--- src/rtl/core/sapft_pkg.sv ---
`timescale 1ns / 1ps
package sapft_pkg;

  localparam logic [7:0] SPACE_CHAR = 8'h20;

  typedef enum logic [1:0] {
    KIND_TEXT  = 2'd0,
    KIND_RD_S  = 2'd1,
    KIND_RD_P  = 2'd2,
    KIND_CLEAR = 2'd3
  } kind_t;

  // control broadcast along one chain of cells
  typedef struct packed {
    logic upd;    // look the key up, bump on hit
    logic allow;  // key may be inserted on a miss
    logic clr;    // empty the chain
  } tbl_ctl_t;

endpackage

--- src/rtl/core/sapft_cell.sv ---
`timescale 1ns / 1ps
module sapft_cell #(
  parameter int KEY_W = 8,
  parameter int CNT_W = 16
) (
  input  logic             clk,
  input  logic             rst,
  input  logic             upd,
  input  logic             ins,
  input  logic             clr,
  input  logic [KEY_W-1:0] key,
  input  logic             prev_used,
  output logic             used,
  output logic             hit,
  output logic             claim,
  output logic [KEY_W-1:0] key_q,
  output logic [CNT_W-1:0] cnt
);

  assign hit   = used && (key_q == key);
  // first empty cell in the chain takes a new key
  assign claim = ins && prev_used && !used;

  always_ff @(posedge clk) begin
    if (rst || clr) begin
      used <= 1'b0;
    end else if (claim) begin
      used <= 1'b1;
    end
  end

  always_ff @(posedge clk) begin
    if (upd && hit) begin
      if (cnt != '1) cnt <= cnt + CNT_W'(1);
    end else if (claim) begin
      key_q <= key;
      cnt   <= CNT_W'(1);
    end
  end

endmodule

--- src/rtl/core/sapft_chain.sv ---
`timescale 1ns / 1ps
module sapft_chain #(
  parameter int ENTRIES = 64,
  parameter int KEY_W   = 8,
  parameter int CNT_W   = 16,
  localparam int FW     = $clog2(ENTRIES + 1)
) (
  input  logic                clk,
  input  logic                rst,
  input  sapft_pkg::tbl_ctl_t ctl,
  input  logic [KEY_W-1:0]    key,
  input  logic [5:0]          rd_index,
  output logic [FW-1:0]       fill_next,
  output logic                lost,
  output logic                rd_valid,
  output logic [KEY_W-1:0]    rd_key,
  output logic [CNT_W-1:0]    rd_cnt
);

  logic [FW-1:0]    fill;
  logic [ENTRIES:0] used_link;
  logic [ENTRIES-1:0] hit_v, claim_v, sel_v;
  logic [KEY_W-1:0] key_v [ENTRIES];
  logic [CNT_W-1:0] cnt_v [ENTRIES];
  logic any_hit, full, ins;

  assign used_link[0] = 1'b1;
  assign any_hit = |hit_v;
  assign full    = (fill == FW'(ENTRIES));
  assign ins     = ctl.upd && ctl.allow && !any_hit;
  assign lost    = ins && full;

  for (genvar i = 0; i < ENTRIES; i++) begin : g_cell
    assign sel_v[i] = (32'(rd_index) == i);
    sapft_cell #(.KEY_W(KEY_W), .CNT_W(CNT_W)) u_cell (
      .clk(clk), .rst(rst), .upd(ctl.upd), .ins(ins), .clr(ctl.clr),
      .key(key), .prev_used(used_link[i]), .used(used_link[i+1]),
      .hit(hit_v[i]), .claim(claim_v[i]), .key_q(key_v[i]), .cnt(cnt_v[i])
    );
  end

  always_comb begin
    rd_valid = 1'b0;
    rd_key   = '0;
    rd_cnt   = '0;
    for (int i = 0; i < ENTRIES; i++) begin
      if (sel_v[i] && used_link[i+1]) begin
        rd_valid = 1'b1;
        rd_key   = rd_key | key_v[i];
        rd_cnt   = rd_cnt | cnt_v[i];
      end
    end
  end

  always_comb begin
    if (ctl.clr) fill_next = '0;
    else if (|claim_v) fill_next = fill + FW'(1);
    else fill_next = fill;
  end

  always_ff @(posedge clk) begin
    if (rst) fill <= '0;
    else fill <= fill_next;
  end

endmodule

--- config.mk ---
export PLATFORM = sky130hd
export DESIGN_NAME = sapft_chain
export DESIGN_NICKNAME = d
export VERILOG_FILES = /design/src/rtl/core/sapft_pkg.sv /design/src/rtl/core/sapft_cell.sv /design/src/rtl/core/sapft_chain.sv
export SDC_FILE = /design/constraint.sdc
export NUM_CORES = 2
export LEC_CHECK = 0
export BUFFER_PORTS_ARGS = -buffer_cell sky130_fd_sc_hd__buf_2
export CAP_MARGIN = 20
export CORE_ASPECT_RATIO = 1.75
export CORE_MARGIN = 2
export CORE_UTILIZATION = 40
export DETAILED_ROUTE_END_ITERATION = 10
export PLACE_DENSITY_LB_ADDON = 0.05
export SKIP_CTS_REPAIR_TIMING = 1
export SYNTH_ARGS = -nofsm -noshare
export SYNTH_HDL_FRONTEND = slang
export SYNTH_SLANG_ARGS = --single-unit
--- constraint.sdc ---
create_clock -name clk -period 10.34 [get_ports clk]
set_input_delay 1.034 -clock clk [delete_from_list [all_inputs] [get_ports clk]]
set_output_delay 1.034 -clock clk [all_outputs]
set_load 0.05 [all_outputs]
==> results of run 1 <==
through the flow:
| step | utilization | hold WS, ps | setup slack [ps] | instances | instance area (um^2) |
|---|---|---|---|---|---|
| after CTS | 0.449 | 475 | 3590 | 10723 | 95400 |
| after detailed placement | 0.424 | 520 | 3250 | 10420 | 90200 |
| after global placement | 0.424 | 516 | 2570 | 10411 | 90200 |
| after floorplan | - | 463 | 5560 | 7694 | 85700 |
per-layer routing:
metal | GRT overflow | global-route usage
met1 | 0 | 0.530
met2 | 1 | 0.817
met3 | 0 | 0.227
met4 | 0 | 0.626
met5 | 0 | 0.0240
kinds of logic after synthesis:
family | Yosys count | share of synthesized area
AO/OA/AOI/OAI | 1008 | 0.0936
adder cells (fa/ha/maj) | 66 | 0.00964
buffers and inverters | 430 | 0.0222
AND/OR/NAND/NOR | 3221 | 0.180
XOR/XNOR | 1357 | 0.139
flip-flops | 1607 | 0.555
multiplexers | 5 | 0.000613
==> summary.md, run 1 <==
| Metric | Value |
|---|---|
| Die height | `616 um` |
| Log Error | `[ERROR GRT-0116] Global routing finished with congestion. Check the congestion regions in the DRC Viewer.` |
| Yosys top cell area share | `0.538` |
| Run status | `aborted with a tool error` |
| Gr usage total | `0.545` |
| # IOs | `52` |
| Hpwl dp | `442000 um` |
| Post-synth EDFFs | `1536` |
| Synth cell count leaders | `edfxtp_1, nor2_1, xnor2_1` |
| TritonCTS sink count | `1607` |
| Synth cell types | `38` |
| Die Wd | `354 um` |
| Cell Area, Synth | `85700 um^2` |
| Clock Path Buffers | `4` |
| CTS Buf Count | `173` |
| Root Driver | `clkbuf_16` |
| FP Rows | `224` |
| Ys flop type | `edfxtp_1` |
| Yosys warning count | `0` |
| GPL Wtd Cong | `1.16` |
| Starting Density | `0.403` |
| Share of the yosys chip area belonging to registers | `0.555` |
| Ys async rst share | `0` |
| Synth area leader | `edfxtp_1` |
| #FFs+latches synth | `1607` |
| Most common cell in the netlist | `edfxtp_1` |
| Stop stage | `5_1_grt` |
| Area contributors post-synth | `edfxtp_1, xnor2_1, nor2_1, xor2_1, a221oi_1` |
| Synthesized area per cell | `11.1 um^2` |
| Vias in the first global route | `75.0k` |
| First-pass GRT wire length | `787000 um` |
| Net count after synthesis | `7779` |
| H-tree depth | `4` |
| Largest net degree at the start of global routing | `71` |
| Congestion Overflow GR | `1` |
| Post-synthesis cell count | `7694` |
| PortBufs | `51` |
==> run 2, diff against run 1 <==
--- a/config.mk
+++ b/config.mk
@@ -7,11 +7,10 @@
 export LEC_CHECK = 0
 export BUFFER_PORTS_ARGS = -buffer_cell sky130_fd_sc_hd__buf_2
 export CAP_MARGIN = 20
-export CORE_ASPECT_RATIO = 1.75
 export CORE_MARGIN = 2
-export CORE_UTILIZATION = 40
+export CORE_UTILIZATION = 25
 export DETAILED_ROUTE_END_ITERATION = 10
-export PLACE_DENSITY_LB_ADDON = 0.05
+export PLACE_DENSITY_LB_ADDON = 0.15
 export SKIP_CTS_REPAIR_TIMING = 1
 export SYNTH_ARGS = -nofsm -noshare
 export SYNTH_HDL_FRONTEND = slang
==> run 2 against run 1 <==
Compared with the run above: synthesized area unchanged; the flow now finishes without violations; synthesized cell count did not move.
==> summary.md, run 2 <==
| Metric | Value |
|---|---|
| Run status | `completed (was aborted with a tool error)` |
| Reg-to-reg endpoint | `g_cell[16].u_cell.cnt[0]` |
| Worst slew pin tran | `1380 ps` |
| Worst-skew pair later-pin latency | `970 ps` |
| Synth cell types | `38 (unchanged)` |
| Most flops, register | `g_cell.u_cell.cnt` |
| Synthesized area per cell | `11.1 um^2 (unchanged)` |
| H-tree depth | `4 (unchanged)` |
| Setup violators final | `0` |
| Post-DR vias/cell | `5.79` |
| Vias in the first global route | `66.1k` |
| TritonCTS sink count | `1607 (unchanged)` |
| Max incr delay on CP | `860 ps` |
| Drt wl/cell | `43.7 um` |
| Post-Route Skew | `94.3 ps` |
| Most common cell after layout, fill and taps aside | `edfxtp_1` |
| Utilization after layout | `0.291` |
| Clock Path Buffers | `4 (unchanged)` |
| Final min period | `6870 ps` |
| Die height | `589 um (was 616 um)` |
| Congestion Overflow GR | `0` |
| Synth area leader | `edfxtp_1 (unchanged)` |
| TritonCTS clock tree | `yes` |
| Critical Path Source Type | `input pin` |
| CORE AREA | `340000 um^2` |
| Placed Area | `92200 um^2 (was 90200 um^2)` |
| PortBufs | `51 (unchanged)` |
| Total chip power | `14900 uW` |
| Max FFs per register | `1024` |
| Ys flop type | `edfxtp_1 (unchanged)` |
| DIE AREA | `347000 um^2` |
| GPL Wtd Cong | `1.06 (was 1.16)` |
| # nets final | `7883` |
| Net count after synthesis | `7779 (unchanged)` |
| # IOs | `52 (unchanged)` |
| Gr usage total | `0.305` |
| P&R area growth vs syn | `15.8%` |
| Share of cells above drive strength 1 | `0.0881` |
| Biggest regs | `g_cell.u_cell.cnt (1024), g_cell.u_cell.key_q (512), g_cell.u_cell.used (64)` |
| Final period utilization | `0.664` |
| Area contributors post-synth | `edfxtp_1, xnor2_1, nor2_1, xor2_1, a221oi_1 (unchanged)` |
| Initial antenna violation count | `87` |
| FP Rows | `214 (was 224)` |
| Clock slew at reported path FFs | `60 ps` |
| Final instance area | `99200 um^2` |
| Fmax | `0.146 GHz` |
| Critical path origin | `key[2]` |
| Cell Area, Synth | `85700 um^2 (unchanged)` |
| Crit end category | `output pin` |
| Routed WL | `548000 um` |
| Vias | `72.6k` |
| Worst path cell trace | `buf_6, buf_4, xnor2_1, nand4_1, nor3_1, buf_4, nor4_1, nand4_1, nor4_4, nand2_8, nor2_1, buf_2` |
| End of the critical path | `lost` |
| Slowest cell on crit path | `nor4_4` |
| Share of the yosys chip area belonging to registers | `0.555 (unchanged)` |
| Max-cap violations | `0` |
| Post-synth EDFFs | `1536 (unchanged)` |
| Req. time, crit path | `9310 ps` |
| TNS Setup | `0 ps` |
| RSZ-0062 raised after global routing | `false` |
| Pwr dens | `151 nW/um^2` |
| CTS Buf Count | `205 (was 173)` |
| R2R depth | `10` |
| Root Driver | `clkbuf_16 (unchanged)` |
| LEAKAGE | `0.0313 uW` |
| Routed Antenna Nets | `0` |
| #FFs+latches synth | `1607 (unchanged)` |
| R2r setup slk | `4450 ps` |
| Rel. slew slack | `0.0807` |
| Most frequent cells in the layout | `edfxtp_1, nor2_1, xnor2_1` |
| Hold Violations, Final | `0` |
| Starting Density | `0.252 (was 0.403)` |
| Hold Startpoint | `rst` |
| Yosys warning count | `0 (unchanged)` |
| Synth cell count leaders | `edfxtp_1, nor2_1, xnor2_1 (unchanged)` |
| Die Wd | `589 um (was 354 um)` |
| First-pass GRT wire length | `694000 um` |
| Post-synthesis cell count | `7694 (unchanged)` |
| DR pass1 iterations | `6` |
| Ys async rst share | `0 (unchanged)` |
| Reg-to-Reg Start | `g_cell[40].u_cell.key_q[6]` |
| Peak supply drop | `0.126 mV` |
| Yosys top cell area share | `0.538 (unchanged)` |
| Most common cell in the netlist | `edfxtp_1 (unchanged)` |
| Worst Path Arrival | `5830 ps` |
| Hold Path Class | `in -> reg` |
| Max FO, Critical Path | `57` |
| Initial DRC Count | `11.2k` |
| Crit path kind | `in -> out` |
| Hpwl dp | `432000 um (was 442000 um)` |
| Slew Limit Fails | `0` |
| Drc violations | `0` |
| Largest net degree at the start of global routing | `65` |
run 2: how the worst min path moves through the flow:
stage | end | slack, ps | depth (start not counted)
floorplan | g_cell[63].u_cell.used | 460 | 2
global placement | fill[4] | 510 | 2
detailed placement | fill[4] | 520 | 2
CTS | fill[4] | 370 | 3
global route | fill[4] | 450 | 3
finish | fill[4] | 420 | 3
run 2: power breakdown:
part / leakage, uW / switching [uW] / internal (uW)
Sequential: 0.0156 / 9.38 / 7060
Combinational: 0.0124 / 228 / 92.9
Clock: 0.00329 / 3190 / 4350
run 2: layout make-up:
cell class / count / area (um^2)
Sequential cell: 1607 / 47500
Tap cell: 4536 / 5680
Inverter: 63 / 236
Antenna cell: 36 / 90.1
Clock buffer: 248 / 5400
Fill cell: 35195 / 241000
Clock inverter: 126 / 1360
Multi-Input combinational cell: 5657 / 36900
Timing Repair Buffer: 264 / 2010
run 2: per-layer routing:
layer,routed length [um],track usage,vias up
met2,230000,0.449,4806
met3,49400,0.0658,1310
met4,55600,0.256,26
li1,-,-,28979
met5,167,0,-
met1,213000,0.382,37515
run 2: kinds of logic (layout without fill, tap and decap cells):
| kind of cell | count (synthesis) | in the layout | share of synthesized area |
|---|---|---|---|
| flip-flops | 1607 | 1607 | 0.555 |
| buffers and inverters | 430 | 701 | 0.0222 |
| XOR/XNOR | 1357 | 1357 | 0.139 |
| adder cells (fa/ha/maj) | 66 | 66 | 0.00964 |
| AO/OA/AOI/OAI | 1008 | 1008 | 0.0936 |
| multiplexers | 5 | 5 | 0.000613 |
| other | 0 | 36 | 0 |
| AND/OR/NAND/NOR | 3221 | 3221 | 0.180 |
run 2: worst max-delay path, delay by kind of cell:
kind | cells | cell delay (ps)
XOR/XNOR | 1 | 120
buffers and inverters | 4 | 1570
AND/OR/NAND/NOR | 7 | 2960
run 2: stage by stage:
step | instances | hold slack [ps] | setup WS, ps
floorplan | 7694 | 463 | 5560
global placement | 12116 | 513 | 3150
detailed placement | 12119 | 520 | 3460
CTS | 12493 | 374 | 3640
global route | 12503 | 455 | 3590
finish | 12537 | 422 | 3470
No activity file was read; power rests on OpenSTA's default activity.
